File: config.mk
export PLATFORM = sky130hd
export DESIGN_NAME = query_routing_hash_bitmap
export DESIGN_NICKNAME = d
export VERILOG_FILES = /design/src/rtl/qrhb_pkg.sv /design/src/rtl/qrhb_front.sv /design/src/rtl/qrhb_fifo.sv /design/src/rtl/qrhb_back.sv /design/src/rtl/query_routing_hash_bitmap.sv
export SDC_FILE = /design/constraint.sdc
export NUM_CORES = 1
export LEC_CHECK = 0
export ABC_AREA = 0
export ABC_CLOCK_PERIOD_IN_PS = 9000
export BUFFER_PORTS_ARGS = -buffer_cell sky130_fd_sc_hd__buf_2
export CORE_MARGIN = 2
export CORE_UTILIZATION = 62
export CTS_CLUSTER_SIZE = 30
export DETAILED_ROUTE_END_ITERATION = 8
export GPL_TIMING_DRIVEN = 0
export PLACE_DENSITY = 0.79
export SYNTH_ARGS = -nofsm -noshare
export SYNTH_HDL_FRONTEND = slang
export SYNTH_SLANG_ARGS = --single-unit
File: constraint.sdc
create_clock -name i_clk -period 9 [get_ports i_clk]
set_input_delay 0.9 -clock i_clk [delete_from_list [all_inputs] [get_ports i_clk]]
set_output_delay 0.9 -clock i_clk [all_outputs]
set_load 0.02 [all_outputs]
File: src/rtl/qrhb_pkg.sv
// Shared types, constants and helpers for the keyword hash bitmap.
// No dependencies; every rtl file refers to it by scoped names.
package qrhb_pkg;

    localparam int MAX_HASH_BITS = 20;
    localparam int ROW_BITS      = MAX_HASH_BITS - 3;   // bitmap kept as byte rows
    localparam int SLOT_FIELD_W  = 20;                  // width of the emitted index
    localparam int HB_W          = 5;
    localparam int ACC_W         = 32;
    localparam int SHAMT_W       = 6;

    localparam logic [ACC_W-1:0]  HASH_MULT    = 32'h4F1B_BCDC;
    localparam logic [HB_W-1:0]   HASH_BITS_RST = HB_W'(20);
    localparam logic [7:0]        ROW_ALL_ONES = 8'hFF;

    typedef enum logic {
        REQ_BYTE  = 1'b0,
        REQ_CLEAR = 1'b1
    } t_req_kind;

    typedef enum logic {
        RES_SLOT  = 1'b0,
        RES_CLEAR = 1'b1
    } t_res_kind;

    // job handed from front to back through the queue
    typedef struct packed {
        t_req_kind        kind;
        logic [ACC_W-1:0] fold;
    } t_job;

    typedef struct packed {
        logic init_busy;    // post-reset sweep running
        logic idle;         // no job in flight
    } t_back_stat;

    typedef enum logic [2:0] {
        ST_SWEEP,
        ST_IDLE,
        ST_MUL,
        ST_SLOT,
        ST_READ,
        ST_WRITE,
        ST_REPLY
    } t_back_state;

    function automatic logic [7:0] lower_byte(input logic [7:0] c);
        logic [7:0] r;
        r = c;
        if (c >= 8'h41 && c <= 8'h5A) begin
            r = c + 8'h20;
        end
        return r;
    endfunction

    function automatic logic [HB_W-1:0] eff_bits(input logic [HB_W-1:0] hb);
        logic [HB_W-1:0] b;
        b = hb;
        if (b == '0) begin
            b = HB_W'(1);
        end
        if (b > HB_W'(MAX_HASH_BITS)) begin
            b = HB_W'(MAX_HASH_BITS);
        end
        return b;
    endfunction

endpackage

File: src/rtl/qrhb_front.sv
// Front end: takes request bytes, lowercases and folds them into the accumulator.
// Pushes one job per finished keyword or clear request. Uses qrhb_pkg.
module qrhb_front (
    input  logic              i_clk,
    input  logic              i_rst_n,
    input  logic              i_valid,
    output logic              o_ready,
    input  logic              i_kind,
    input  logic [7:0]        i_byte,
    input  logic              i_last,
    input  logic              i_hold,       // back end still sweeping after reset
    input  logic              i_q_full,
    output logic              o_push,
    output qrhb_pkg::t_job    o_job
);

    logic [qrhb_pkg::ACC_W-1:0] r_acc, n_acc;
    logic [1:0]                 r_lane, n_lane;
    logic [qrhb_pkg::ACC_W-1:0] folded;
    logic                       take;

    assign o_ready = !i_q_full && !i_hold;
    assign take    = i_valid && o_ready;

    assign folded = r_acc ^ (qrhb_pkg::ACC_W'(qrhb_pkg::lower_byte(i_byte))
                             << {r_lane, 3'b000});

    always_comb begin
        n_acc      = r_acc;
        n_lane     = r_lane;
        o_push     = 1'b0;
        o_job.kind = qrhb_pkg::t_req_kind'(i_kind);
        o_job.fold = folded;
        if (take) begin
            if (qrhb_pkg::t_req_kind'(i_kind) == qrhb_pkg::REQ_CLEAR) begin
                o_push = 1'b1;          // keyword in progress is kept
            end else if (i_last) begin
                o_push = 1'b1;
                n_acc  = '0;
                n_lane = '0;
            end else begin
                n_acc  = folded;
                n_lane = r_lane + 2'd1;
            end
        end
    end

    always_ff @(posedge i_clk) begin
        if (!i_rst_n) begin
            r_acc  <= '0;
            r_lane <= '0;
        end else begin
            r_acc  <= n_acc;
            r_lane <= n_lane;
        end
    end

endmodule

File: src/rtl/qrhb_fifo.sv
// Two-entry job queue between front and back end.
// Uses qrhb_pkg for the job type.
module qrhb_fifo (
    input  logic              i_clk,
    input  logic              i_rst_n,
    input  logic              i_push,
    input  qrhb_pkg::t_job    i_job,
    input  logic              i_pop,
    output qrhb_pkg::t_job    o_job,
    output logic              o_full,
    output logic              o_empty
);

    qrhb_pkg::t_job r_slot [2];
    logic           r_wp, r_rp;
    logic [1:0]     r_cnt;
    logic           do_push, do_pop;

    assign o_full  = (r_cnt == 2'd2);
    assign o_empty = (r_cnt == 2'd0);
    assign o_job   = r_slot[r_rp];
    assign do_push = i_push && !o_full;
    assign do_pop  = i_pop && !o_empty;

    always_ff @(posedge i_clk) begin
        if (do_push) begin
            r_slot[r_wp] <= i_job;
        end
    end

    always_ff @(posedge i_clk) begin
        if (!i_rst_n) begin
            r_wp  <= 1'b0;
            r_rp  <= 1'b0;
            r_cnt <= '0;
        end else begin
            if (do_push) begin
                r_wp <= ~r_wp;
            end
            if (do_pop) begin
                r_rp <= ~r_rp;
            end
            r_cnt <= r_cnt + {1'b0, do_push} - {1'b0, do_pop};
        end
    end

endmodule

File: src/rtl/qrhb_back.sv
// Back end: hashes folded keywords, clears bitmap bits, sweeps the bitmap to ones.
// Holds the bitmap memory and the result register. Uses qrhb_pkg.
module qrhb_back (
    input  logic                               i_clk,
    input  logic                               i_rst_n,
    input  logic [qrhb_pkg::HB_W-1:0]          i_hash_bits,
    input  logic                               i_q_empty,
    input  qrhb_pkg::t_job                     i_job,
    output logic                               o_pop,
    output qrhb_pkg::t_back_stat               o_stat,
    output logic                               o_res_valid,
    input  logic                               i_res_ready,
    output qrhb_pkg::t_res_kind                o_res_kind,
    output logic [qrhb_pkg::SLOT_FIELD_W-1:0]  o_res_slot
);

    qrhb_pkg::t_back_state r_state, n_state;

    logic [7:0] r_bitmap [2**qrhb_pkg::ROW_BITS];

    logic [qrhb_pkg::ROW_BITS-1:0]      r_row, n_row;
    logic                               r_init, n_init;
    logic                               r_reply_clear, n_reply_clear;
    logic [qrhb_pkg::ACC_W-1:0]         r_fold, n_fold;
    logic [qrhb_pkg::ACC_W-1:0]         r_prod, n_prod;
    logic [qrhb_pkg::MAX_HASH_BITS-1:0] r_slot, n_slot;
    logic [7:0]                         r_rdata;
    logic                               r_out_valid, n_out_valid;
    qrhb_pkg::t_res_kind                r_out_kind, n_out_kind;
    logic [qrhb_pkg::SLOT_FIELD_W-1:0]  r_out_slot, n_out_slot;

    logic                               mem_we;
    logic [qrhb_pkg::ROW_BITS-1:0]      mem_wa, mem_ra;
    logic [7:0]                         mem_wd;
    logic [qrhb_pkg::SHAMT_W-1:0]       shamt;
    logic                               out_free;

    assign shamt    = qrhb_pkg::SHAMT_W'(qrhb_pkg::ACC_W)
                      - qrhb_pkg::SHAMT_W'(qrhb_pkg::eff_bits(i_hash_bits));
    assign out_free = !r_out_valid || i_res_ready;
    assign mem_ra   = r_slot[qrhb_pkg::MAX_HASH_BITS-1:3];

    always_comb begin
        n_state       = r_state;
        n_row         = r_row;
        n_init        = r_init;
        n_reply_clear = r_reply_clear;
        n_fold        = r_fold;
        n_prod        = r_prod;
        n_slot        = r_slot;
        n_out_valid   = r_out_valid && !i_res_ready;
        n_out_kind    = r_out_kind;
        n_out_slot    = r_out_slot;
        o_pop         = 1'b0;
        mem_we        = 1'b0;
        mem_wa        = r_row;
        mem_wd        = qrhb_pkg::ROW_ALL_ONES;
        unique case (r_state)
            qrhb_pkg::ST_SWEEP: begin
                mem_we = 1'b1;
                n_row  = r_row + 1'b1;
                if (&r_row) begin
                    n_init  = 1'b0;
                    n_state = r_reply_clear ? qrhb_pkg::ST_REPLY : qrhb_pkg::ST_IDLE;
                end
            end
            qrhb_pkg::ST_IDLE: begin
                if (!i_q_empty) begin
                    o_pop = 1'b1;
                    if (i_job.kind == qrhb_pkg::REQ_CLEAR) begin
                        n_row         = '0;
                        n_reply_clear = 1'b1;
                        n_state       = qrhb_pkg::ST_SWEEP;
                    end else begin
                        n_fold        = i_job.fold;
                        n_reply_clear = 1'b0;
                        n_state       = qrhb_pkg::ST_MUL;
                    end
                end
            end
            qrhb_pkg::ST_MUL: begin
                n_prod  = r_fold * qrhb_pkg::HASH_MULT;   // low 32 bits kept
                n_state = qrhb_pkg::ST_SLOT;
            end
            qrhb_pkg::ST_SLOT: begin
                n_slot  = qrhb_pkg::MAX_HASH_BITS'(r_prod >> shamt);
                n_state = qrhb_pkg::ST_READ;
            end
            qrhb_pkg::ST_READ: begin
                n_state = qrhb_pkg::ST_WRITE;             // row read in flight
            end
            qrhb_pkg::ST_WRITE: begin
                mem_we  = 1'b1;
                mem_wa  = mem_ra;
                mem_wd  = r_rdata & ~(8'h01 << r_slot[2:0]);
                n_state = qrhb_pkg::ST_REPLY;
            end
            qrhb_pkg::ST_REPLY: begin
                if (out_free) begin
                    n_out_valid = 1'b1;
                    if (r_reply_clear) begin
                        n_out_kind = qrhb_pkg::RES_CLEAR;
                        n_out_slot = '0;
                    end else begin
                        n_out_kind = qrhb_pkg::RES_SLOT;
                        n_out_slot = qrhb_pkg::SLOT_FIELD_W'(r_slot);
                    end
                    n_state = qrhb_pkg::ST_IDLE;
                end
            end
            default: begin
                n_state = qrhb_pkg::ST_IDLE;
            end
        endcase
    end

    always_ff @(posedge i_clk) begin
        if (mem_we) begin
            r_bitmap[mem_wa] <= mem_wd;
        end
        r_rdata <= r_bitmap[mem_ra];
    end

    always_ff @(posedge i_clk) begin
        if (!i_rst_n) begin
            r_state       <= qrhb_pkg::ST_SWEEP;
            r_row         <= '0;
            r_init        <= 1'b1;
            r_reply_clear <= 1'b0;
            r_out_valid   <= 1'b0;
        end else begin
            r_state       <= n_state;
            r_row         <= n_row;
            r_init        <= n_init;
            r_reply_clear <= n_reply_clear;
            r_out_valid   <= n_out_valid;
        end
    end

    always_ff @(posedge i_clk) begin
        r_fold     <= n_fold;
        r_prod     <= n_prod;
        r_slot     <= n_slot;
        r_out_kind <= n_out_kind;
        r_out_slot <= n_out_slot;
    end

    assign o_stat.init_busy = r_init;
    assign o_stat.idle      = (r_state == qrhb_pkg::ST_IDLE) && i_q_empty;
    assign o_res_valid      = r_out_valid;
    assign o_res_kind       = r_out_kind;
    assign o_res_slot       = r_out_slot;

endmodule

File: src/rtl/query_routing_hash_bitmap.sv
// Keyword hash bitmap. Bytes stream in at one per cycle while the queue has room and no
// post-reset sweep runs; a last byte goes through queue pop, multiply, shift, row read,
// row write and result to o_m_tvalid. The back end handles one job at a time; a clear
// sweeps 2**(MAX_HASH_BITS-3) = 131072 bitmap rows, one per cycle, then replies.
// Synchronous active-low reset; afterwards the same full-bitmap sweep runs with
// input ready held low. Config writes wait for an idle back end and empty queue.
module query_routing_hash_bitmap (
    input  logic        i_clk,
    input  logic        i_rst_n,
    // config write: hash_bits
    input  logic        i_cfg_valid,
    output logic        o_cfg_ready,
    input  logic [4:0]  i_cfg_data,
    // request stream
    input  logic        i_s_tvalid,
    output logic        o_s_tready,
    input  logic [7:0]  i_s_tdata,      // [7:0] byte_value
    input  logic        i_s_tuser,      // [0] req_type
    input  logic        i_s_tlast,      // last_byte
    // result stream
    output logic        o_m_tvalid,
    input  logic        i_m_tready,
    output logic [23:0] o_m_tdata,      // [19:0] slot_index, [23:20] zero
    output logic        o_m_tuser       // [0] result_kind
);

    logic [qrhb_pkg::HB_W-1:0] r_hash_bits;

    logic                  push, pop, q_full, q_empty;
    qrhb_pkg::t_job        front_job, q_job;
    qrhb_pkg::t_back_stat  back_stat;
    qrhb_pkg::t_res_kind   res_kind;
    logic [qrhb_pkg::SLOT_FIELD_W-1:0] res_slot;

    // config register; written only while the block is quiet
    // (back end idle, queue empty, no job entering the queue this cycle)
    assign o_cfg_ready = back_stat.idle && !push;
    always_ff @(posedge i_clk) begin
        if (!i_rst_n) begin
            r_hash_bits <= qrhb_pkg::HASH_BITS_RST;
        end else if (i_cfg_valid && o_cfg_ready) begin
            r_hash_bits <= i_cfg_data;
        end
    end

    // front: fold bytes, one job per keyword or clear
    qrhb_front u_front (
        .i_clk    (i_clk),
        .i_rst_n  (i_rst_n),
        .i_valid  (i_s_tvalid),
        .o_ready  (o_s_tready),
        .i_kind   (i_s_tuser),
        .i_byte   (i_s_tdata),
        .i_last   (i_s_tlast),
        .i_hold   (back_stat.init_busy),
        .i_q_full (q_full),
        .o_push   (push),
        .o_job    (front_job)
    );

    // decouples byte intake from the multi-cycle back end
    qrhb_fifo u_fifo (
        .i_clk   (i_clk),
        .i_rst_n (i_rst_n),
        .i_push  (push),
        .i_job   (front_job),
        .i_pop   (pop),
        .o_job   (q_job),
        .o_full  (q_full),
        .o_empty (q_empty)
    );

    // back: hash, bitmap update or sweep, result register
    qrhb_back u_back (
        .i_clk       (i_clk),
        .i_rst_n     (i_rst_n),
        .i_hash_bits (r_hash_bits),
        .i_q_empty   (q_empty),
        .i_job       (q_job),
        .o_pop       (pop),
        .o_stat      (back_stat),
        .o_res_valid (o_m_tvalid),
        .i_res_ready (i_m_tready),
        .o_res_kind  (res_kind),
        .o_res_slot  (res_slot)
    );

    assign o_m_tuser = res_kind;
    assign o_m_tdata = {{(24 - qrhb_pkg::SLOT_FIELD_W){1'b0}}, res_slot};

    // a clear result never carries a slot index
    a_clear_zero: assert property (@(posedge i_clk) disable iff (!i_rst_n)
        o_m_tvalid && (o_m_tuser == qrhb_pkg::RES_CLEAR) |-> (o_m_tdata == '0))
        else $error("clear result with nonzero slot");

    // nothing accepted while the post-reset sweep runs
    a_init_hold: assert property (@(posedge i_clk) disable iff (!i_rst_n)
        back_stat.init_busy |-> !o_s_tready)
        else $error("request accepted during init sweep");

    // reset always starts the sweep
    a_init_start: assert property (@(posedge i_clk)
        !i_rst_n |=> back_stat.init_busy && !o_m_tvalid)
        else $error("reset did not start init sweep");

    // the queue is only popped when it holds a job
    a_pop_nonempty: assert property (@(posedge i_clk) disable iff (!i_rst_n)
        pop |-> !q_empty)
        else $error("pop from empty queue");

endmodule

=== Word-level counts from Yosys, hierarchy flattened ===
Memory sizes are Yosys's and may differ from the RTL's. A register that Yosys moved wholly into a read port is not among the register bits.
Index checks and enable logic that the tools add are counted.

* $add $sub $neg: 6
* $mul: 1
* Divide/modulo/power cells: 0
* $lt $le $gt $ge: 3
* Eq/ne operators: 11
* Shift-type cells: 2
* Muxes and demuxes: 27
* Bitwise logic cells: 6
* Reduce and logical (&&, ||, !) cells: 28

{| class="wikitable"
|+ Operators with widths
! operator !! count
|-
| two-way mux 17 bit || 2
|-
| case mux 17 bit (2 select lines) || 1
|-
| multiplier 32 x 29 -> 30 bit (second input constant) || 1
|-
| two-way mux 32 bit || 1
|-
| left shift 8 x 5 -> 32 bit || 1
|-
| >> shifter 32 x 6 -> 20 bit || 1
|-
| bitwise XOR 32 bit || 1
|-
| case mux 3 bit (7 select lines) || 1
|-
| AND reduction 18 bit || 1
|-
| adder 17 x 1 -> 17 bit (second input constant) || 1
|-
| AND reduction 17 bit || 1
|-
| two-way mux 1 bit || 13
|-
| two-way mux 3 bit || 4
|-
| two-way mux 5 bit || 2
|-
| equality test 3 bit (second input constant) || 3
|-
| logical AND 1 bit || 9
|-
| AND reduction 3 bit || 3
|-
| adder 8 x 6 -> 8 bit (second input constant) || 1
|-
| greater-or-equal comparator 8 x 7 -> 1 bit (second input constant) || 1
|-
| <= comparator 8 x 7 -> 1 bit (second input constant) || 1
|-
| two-way mux 8 bit || 1
|-
| equality test 3 x 2 -> 1 bit (second input constant) || 2
|-
| zero test 1 bit || 6
|-
| AND reduction 2 bit || 3
|-
| 16 further kinds || 23
|}

* Flip-flop bits (word level): 169
* Latch bits: 0
* Memory bits (writable): 66
* Bits in read-only memories: 0
* Input port bits: 20
* Output and inout port bits: 28
* Word-level logic and storage cells: 101
* Memories kept: 1

{| class="wikitable"
|+ Memory list
! name !! depth !! width !! rd ports !! clocked after memory_dff !! wr ports !! line !! source
|-
| u_fifo.r_slot || 2 || 33 || 1 || 1 || 1 || qrhb_fifo.sv:14 || <nowiki>qrhb_pkg::t_job r_slot [2];</nowiki>
|}

=== Depth between registers and ports, before layout ===
Gate-level depths: netlist of the first run.

* Depth after elaboration: 8
* Gate-level depth with buffers: 25
* Gate-level depth less buffers: 25

=== Hierarchy ===
From an unflattened synthesis of the first run, not the netlist that was laid out.

* Cells, all modules: 1783
* Area total of the unflattened synthesis: 19860.3 um^2

{| class="wikitable"
|+ Modules (own cells, without submodules)
! module !! times used !! cells an instance !! area an instance (um^2) !! sequential area each (um^2)
|-
| qrhb_back || 1 || 1381 || 14900.5 || 3493.4
|-
| qrhb_fifo || 1 || 130 || 2771.4 || 2082.0
|-
| qrhb_front || 1 || 243 || 1919.3 || 680.7
|-
| query_routing_hash_bitmap || 1 || 29 || 269.0 || 100.1
|}

=== Least setup slack after synthesis of the first run ===
OpenSTA, ideal clock, no wires.

* Path kind: register to register
* From: reg u_back.r_fold[5] (netlist name)
* To: reg u_back.r_prod[29] (netlist name), data pin
* Library setup time: 0.140 ns
* Data arrival time: 6.227 ns
* Required time: 8.860 ns
* Slack: 2.633 ns
* Cell stages (with the launch flop): 26
* Buffers on the path: 0
* Period minus slack after synthesis: 6.367 ns
* Cell sequence: edfxtp_1 -> inv_1 -> fa_1 -> inv_1 -> fa_1 -> fa_1 -> inv_1 -> fa_1 -> inv_1 -> fa_1 -> inv_1 -> fa_1 -> inv_1 -> fa_1 -> inv_1 -> fa_1 -> inv_1 -> ha_1 -> a21oi_1 -> o21ai_0 -> a21oi_1 -> inv_1 -> a31oi_1 -> o211ai_1 -> a2111oi_0 -> nand4bb_1

* Word-level cells in the longest chain between the ends: 1

{| class="wikitable"
|+ Ends and longest elaborated chain
! item !! line !! source
|-
| start, declared || qrhb_back.sv:24 || <nowiki>logic [qrhb_pkg::ACC_W-1:0] r_fold, n_fold;</nowiki>
|-
| start signal, assigned || qrhb_back.sv:141 || <nowiki>r_fold <= n_fold;</nowiki>
|-
| multiplier 32 x 29 -> 30 bit || qrhb_back.sv:82 || <nowiki>n_prod = r_fold * qrhb_pkg::HASH_MULT;</nowiki>
|-
| end signal, assigned || qrhb_back.sv:142 || <nowiki>r_prod <= n_prod;</nowiki>
|-
| end, declared || qrhb_back.sv:25 || <nowiki>logic [qrhb_pkg::ACC_W-1:0] r_prod, n_prod;</nowiki>
|}

No other way between the ends.
A chain may end at the register's enable or synchronous reset.

=== Worst setup path in the final report of the first run ===
Same ends and word-level chain as after synthesis.

==> results of run 1 <==
stage by stage:
step	hold WS [ns]	worst slack [ns]	area (um2)	utilization [%]
final	0.467	1.48	20900	68.2
after global routing	0.488	1.15	20900	68.2
after CTS	0.473	1.55	20900	68.2
after detailed placement	0.465	1.61	20000	65.4
after global placement	0.456	1.77	19900	65.2
after floorplan	0.440	2.63	19200	-
synthesized netlist by cell type (all sizes together), types with 15 or more instances:
cell type,count,share of area [%]
inv,354,6.9
fa,219,23
ha,171,11
edfxtp,163,25
nand2,83,1.6
xnor2,82,3.7
nor2,68,1.4
dfxtp,65,6.8
nor2b,64,2.1
a21oi,58,1.5
mux2i,41,2.1
mux2,34,2.0
clkbuf,31,0.61
nand3,27,0.70
o21ai,27,0.74
xor2,25,1.1
mux4,23,2.8
nor3b,21,0.82
buf,17,0.61
nor3,15,0.39
worst paths after layout:
path / start / to / slack [ns] / cells past startpoint
max: u_back.r_fold[5] / u_back.r_prod[29] / 1.48 / 25
min: u_back.r_init / u_back.r_init / 0.47 / 2
max reg2reg: u_back.r_fold[5] / u_back.r_prod[29] / 1.48 / 25
min reg2reg: u_back.r_init / u_back.r_init / 0.47 / 2
per-layer routing:
metal / routed length [um] / global-route usage, %
met5: 0 / 0
met4: 1730 / 10.4
met3: 1870 / 3.54
met2: 20700 / 46.7
met1: 16500 / 32.7
area by class of cell:
cell class	count	area [um2]	area share (%)
clock inverters	16	199	0.953
multi-input cells	1074	11500	55.0
clock buffers	30	674	3.23
repair buffers	47	260	1.25
inverters	354	1330	6.38
plain buffers	48	234	1.12
well taps	396	495	2.37
flip-flops and latches	228	6200	29.7
sequential cells by signal, summed over array words and instances, names as in the netlist, named ones only:
register / count
r_hash_bits: 5
u_back.o_res_kind: 1
u_back.o_res_slot: 20
u_back.o_res_valid: 1
u_back.r_fold: 30
u_back.r_init: 1
u_back.r_prod: 30
u_back.r_reply_clear: 1
u_back.r_row: 17
u_back.r_slot: 20
u_back.r_state: 3
u_fifo.r_cnt: 2
u_fifo.r_rp: 1
u_fifo.r_slot: 62
u_fifo.r_wp: 1
u_front.r_acc: 30
u_front.r_lane: 2
power by group through the flow:
stage / logic (mW) / registers, mW / clock network (mW)
3_3_place_gp: 0.0298 / 1.14 / 0
3_5_place_dp: 0.0306 / 1.14 / 0
4_1_cts: 0.0308 / 1.11 / 1.07
5_1_grt: 0.0343 / 1.11 / 1.12
2_1_floorplan: 0.0172 / 1.14 / 0
6_report: 0.0313 / 1.11 / 1.06
cell families after synthesis:
group	share of synthesized area, %
flops	32.3
compound gates	5.54
buf+inv	8.15
xor+xnor	4.88
mux	6.96
simple gates	8.25
other cells	0.0195
fa+ha+maj	34.0
worst max-delay path, cell delays in order, from the launching register on:
cell       delay (ns)
edfxtp_1         0.70
inv_1            0.35
fa_1             0.67
inv_1            0.07
fa_1             0.38
fa_1             0.49
inv_1            0.05
fa_1             0.49
inv_1            0.06
fa_1             0.50
inv_1            0.06
fa_1             0.53
inv_1            0.05
fa_1             0.47
inv_1            0.05
fa_1             0.47
inv_1            0.04
ha_1             0.27
a21oi_1          0.21
o21ai_0          0.12
a21oi_1          0.15
inv_1            0.05
a31oi_1          0.30
o211ai_1         0.25
a2111oi_0        0.40
nand4bb_1        0.19
==> results.py, run 1 <==
metrics = {
    "run_status": {
        "status": "complete, no violations",
    },
    "floorplan": {
        "core.rowCount": 64,
        "die_area_mm2": 0.0324,
        "fp.dieW_um": 180,
        "fp.dieH_um": 180,
        "top_level_ports": 48,
        "start_util_pct": 62.8,
        "coreArea_mm2": 0.0306,
    },
    "route": {
        "wl_um": 40800,
        "drc_errors": 0,
        "vias": 12300,
        "ant_nets": 0,
        "wl_per_cell_um": 18.6,
        "first_iter_violations": 663,
        "vias_per_cell": 5.61,
        "firstDrtPassIters": 5,
    },
    "timing": {
        "setup_tns_ns": 0,
        "fin_skew_ns": 0.0227,
        "max_freq_ghz": 0.133,
        "finalSetupViolCount": 0,
        "maxSlewViolCount": 0,
        "tightest_slew_ns": 1.04,
        "period_minus_slack_ns": 7.52,
        "max_slew_margin_pct": 30.2,
        "period_share_pct": 83.6,
        "rsz0062_at_grt": "false",
        "finalHoldViolations": 0,
    },
    "clocking": {
        "htreeDepth": 1,
        "holdBufCountCts": 0,
        "clk_pin_slew_ns": 0.06,
        "cts_sinks": 228,
        "cts_tree": "done",
        "cts_buffers": 25,
        "clk_latency_ns": 0.55,
        "postCtsSetupRepairBufs": 0,
        "post_cts_resized": 0,
        "root_buffer": "clkbuf_16",
        "clk_path_buf_depth": 3,
    },
    "power": {
        "p_seq_share_pct": 50.5,
        "p_leak_nw": 8.97,
        "ir_drop_uv": 167,
        "switching_power_mw": 0.449,
        "p_comb_share_pct": 1.4,
        "p_total_mw": 2.20,
        "powerDensity_mw_per_mm2": 106,
        "switching_share_pct": 20.4,
        "p_int_mw": 1.75,
        "clkPwrFrac_pct": 48.0,
    },
    "global_route": {
        "grt-ovfl-total": 0,
        "grt_max_degree": 32,
        "grt_usage_pct": 26.3,
        "grt_pass1_wl_um": 67500,
        "grt_pass1_vias": 13400,
        "grt_antenna_before_repair": 0,
    },
    "setup_path": {
        "crit_fanout": 8,
        "critPathKind": "flip-flop to flip-flop",
        "worstPathRequired_ns": 9.39,
        "end_kind": "flip-flop",
        "crit_arrival_ns": 7.92,
        "critPathLaunchType": "flip-flop",
    },
    "final_layout": {
        "final_cell_mix": "353 x inv_1, 219 x fa_1, 171 x ha_1, 163 x edfxtp_1, 83 x nand2_1",
        "drive_gt1_share_pct": 9.57,
        "final_common_cell": "inv_1",
        "antennaDiodeCount": 0,
        "fillers": 2211,
        "stdcell_count": 2193,
        "fin_nets": 2188,
        "synthToLayoutAreaGrowth_pct": 8.66,
    },
    "logic_synthesis": {
        "avgSynthCellArea_um2": 11.3,
        "yosys_warnings": 0,
        "synth_cell_types": 69,
        "ys_ff_latch": 228,
        "syn_inst": 1701,
        "ys_seq_area_share_pct": 32.3,
        "syn_area_mm2": 0.0192,
        "synthArstFlopShare_pct": 0,
        "synth_edf_count": 163,
        "synth_ff_type": "edfxtp_1",
    },
    "flow_run": {
        "max_cap_viol_count": 0,
    },
    "placement": {
        "io_buffers": 43,
        "dp.cells": 2147,
        "gp_congestion": 0.930,
        "dp_hpwl_um": 33000,
    },
    "hold_path": {
        "hold_path.class": "flip-flop to flip-flop",
    },
}
Note: power is estimated with default switching activity, not from simulation.
==> run 2, diff against run 1 <==
--- a/config.mk
+++ b/config.mk
@@ -6,14 +6,14 @@
 export NUM_CORES = 1
 export LEC_CHECK = 0
 export ABC_AREA = 0
-export ABC_CLOCK_PERIOD_IN_PS = 9000
+export ABC_CLOCK_PERIOD_IN_PS = 6700
 export BUFFER_PORTS_ARGS = -buffer_cell sky130_fd_sc_hd__buf_2
 export CORE_MARGIN = 2
-export CORE_UTILIZATION = 62
+export CORE_UTILIZATION = 58
 export CTS_CLUSTER_SIZE = 30
 export DETAILED_ROUTE_END_ITERATION = 8
 export GPL_TIMING_DRIVEN = 0
-export PLACE_DENSITY = 0.79
+export PLACE_DENSITY = 0.78
 export SYNTH_ARGS = -nofsm -noshare
 export SYNTH_HDL_FRONTEND = slang
 export SYNTH_SLANG_ARGS = --single-unit
==> constraint.sdc (replaced) <==
create_clock -name i_clk -period 6.7 [get_ports i_clk]
set_input_delay 0.67 -clock i_clk [delete_from_list [all_inputs] [get_ports i_clk]]
set_output_delay 0.67 -clock i_clk [all_outputs]
set_load 0.02 [all_outputs]
==> results.py, run 2 (same netlist as run 1, synthesis figures left out) <==
metrics = {
    "flow_run": {
        "max_cap_viol_count": 0,
    },
    "route": {
        "firstDrtPassIters": 5,
        "wl_per_cell_um": 18.8,
        "met2_length_um": 21600,
        "wl_met1_um": 17100,
        "drc_errors": 0,
        "vias_per_cell": 5.52,
        "top_layer_used": "met5",
        "vias": 12700,
        "wl_met3_um": 2330,
        "wl_um": 43200,
        "ant_nets": 0,
        "first_iter_violations": 741,
    },
    "setup_path": {
        "crit_fanout": 5,
        "reg2regPathDepth": 19,
        "crit_arrival_ns": 6.88,
        "end_kind": "flip-flop",
        "critPathLaunchType": "flip-flop",
        "crit_path_start": "u_back.r_fold[17]",
        "critPathKind": "flip-flop to flip-flop",
        "worstPathRequired_ns": 6.97,
        "timing.rr.start": "u_back.r_fold[17]",
    },
    "global_route": {
        "grt_pass1_vias": 13500,
        "grt-ovfl-total": 0,
        "grt_pass1_wl_um": 68400,
        "grt_max_degree": 32,
        "grt_antenna_before_repair": 2,
        "grt_usage_pct": 25.9,
    },
    "clocking": {
        "clk_path_buf_depth": 3,
        "holdBufCountCts": 0,
        "htreeDepth": 1,
        "cts_sinks": 228,
        "clk_latency_ns": 0.55,
        "clk_pin_slew_ns": 0.06,
        "root_buffer": "clkbuf_16",
        "cts_buffers": 24,
        "cts_tree": "done",
    },
    "final_layout": {
        "fillers": 2325,
        "synthToLayoutAreaGrowth_pct": 12.8,
        "largest_register_ffs": 62,
        "top_register": "u_fifo.r_slot",
        "postLayoutCellArea_mm2": 0.0217,
        "drive_gt1_share_pct": 15.7,
        "final_common_cell": "inv_1",
        "fin_nets": 2250,
        "final_cell_mix": "334 x inv_1, 209 x fa_1, 163 x edfxtp_1, 158 x ha_1, 82 x nand2_1",
    },
    "power": {
        "p_total_mw": 2.91,
        "p_comb_share_pct": 1.5,
        "p_leak_nw": 9.29,
        "p_seq_share_pct": 51.4,
        "switching_power_mw": 0.607,
        "powerDensity_mw_per_mm2": 134,
        "clkPwrFrac_pct": 47.2,
        "ir_drop_uv": 193,
        "switching_share_pct": 20.9,
        "p_int_mw": 2.30,
    },
    "timing": {
        "finalSetupViolCount": 0,
        "rsz0062_at_grt": "true",
        "max_freq_ghz": 0.151,
        "setup_tns_ns": 0,
        "max_slew_margin_pct": 27.3,
        "finalHoldViolations": 0,
        "fin_ws_ns": 0.0937,
        "maxSlewViolCount": 0,
        "tightest_slew_ns": 1.08,
        "period_share_pct": 98.6,
        "fin_skew_ns": 0.0267,
        "period_minus_slack_ns": 6.61,
    },
    "hold_path": {
        "hold_start": "i_s_tuser",
        "hold_path.class": "primary input to flip-flop",
        "hold_depth": 1,
    },
    "floorplan": {
        "core.rowCount": 66,
        "fp.dieW_um": 186,
        "coreArea_mm2": 0.0326,
        "start_util_pct": 58.9,
        "fp.dieH_um": 186,
        "die_area_mm2": 0.0346,
        "top_level_ports": 48,
    },
    "placement": {
        "gp_congestion": 0.959,
        "io_buffers": 43,
        "dpl_worst_slack_ns": -0.595,
        "placed_area_mm2": 0.0201,
        "dp_hpwl_um": 32700,
    },
    "run_status": {
        "status": "complete, no violations",
    },
}
[run 2: cell count changes in the layout (fill, tap and decap cells not counted), moves of 5 or more]
| cell | previous run | this run |
|---|---|---|
| a21oi_1 | 57 | 52 |
| ha_1 | 171 | 158 |
| buf_4 | 8 | 68 |
| fa_2 | 0 | 10 |
| fa_1 | 219 | 209 |
| inv_1 | 353 | 334 |
| inv_2 | 0 | 11 |
| ha_4 | 0 | 9 |
[run 2: path summary, 6_finish.rpt]
| path | slack [ns] | endpoint |
|---|---|---|
| min | 0.35 | u_fifo.r_slot[0][32] |
| max reg2reg | 0.09 | u_back.r_prod[31] |
| max | 0.09 | u_back.r_prod[31] |
| min reg2reg | 0.48 | u_back.r_init |
[run 2: layer usage]
metal | vias to the layer above | global-route usage (%)
li1 | 5845 | -
met1 | 6339 | 31.8
met2 | 378 | 44.9
met3 | 136 | 4.23
met4 | 2 | 11.9
met5 | - | 0
[run 2: area by class of cell]
cell class              instances  area, um2  share of cell area (%)
diodes                          1       2.50                  0.0116
plain buffers                  48        234                    1.08
clock buffers                  26        618                    2.85
clock inverters                18        205                   0.947
inverters                     354       1360                    6.28
multi-input cells            1074      11700                    54.2
flip-flops and latches        228       6200                    28.6
well taps                     442        553                    2.55
repair buffers                110        752                    3.47
[run 2: power by group through the flow]
stage,Combinational (mW),Sequential (mW),Clock (mW)
6_report,0.0425,1.50,1.37
5_1_grt,0.0460,1.49,1.44
4_1_cts,0.0419,1.50,1.40
3_5_place_dp,0.0415,1.53,0
3_3_place_gp,0.0401,1.53,0
2_1_floorplan,0.0231,1.53,0
[run 2: metrics by stage]
step                util [%]  hold WS, ns  std cells
CTS                     65.0        0.321       2271
detailed placement      61.6        0.465       2195
global route            66.4        0.347       2300
finish                  66.4        0.351       2301
global placement        61.3        0.459       2189
floorplan                  -        0.440       1704
[run 2: worst max-delay path: stages, from the launching register on]
cell and delay [ns]:
edfxtp_1 0.48, buf_6 0.17, buf_4 0.12, fa_1 0.47, fa_1 0.56, inv_1 0.06
fa_1 0.47, fa_1 0.53, fa_1 0.46, fa_1 0.52, fa_1 0.54, inv_1 0.05
fa_1 0.47, ha_1 0.39, inv_1 0.11, o21ai_0 0.09, a21o_1 0.19, a221o_1 0.36
a31oi_1 0.20, xnor2_1 0.09
[run 2: timing repair]
item                       4_1_cts  5_1_grt
resized for setup               14       59
setup endpoints to repair       12       10
buffers inserted                32       29
pin swaps                        3       43
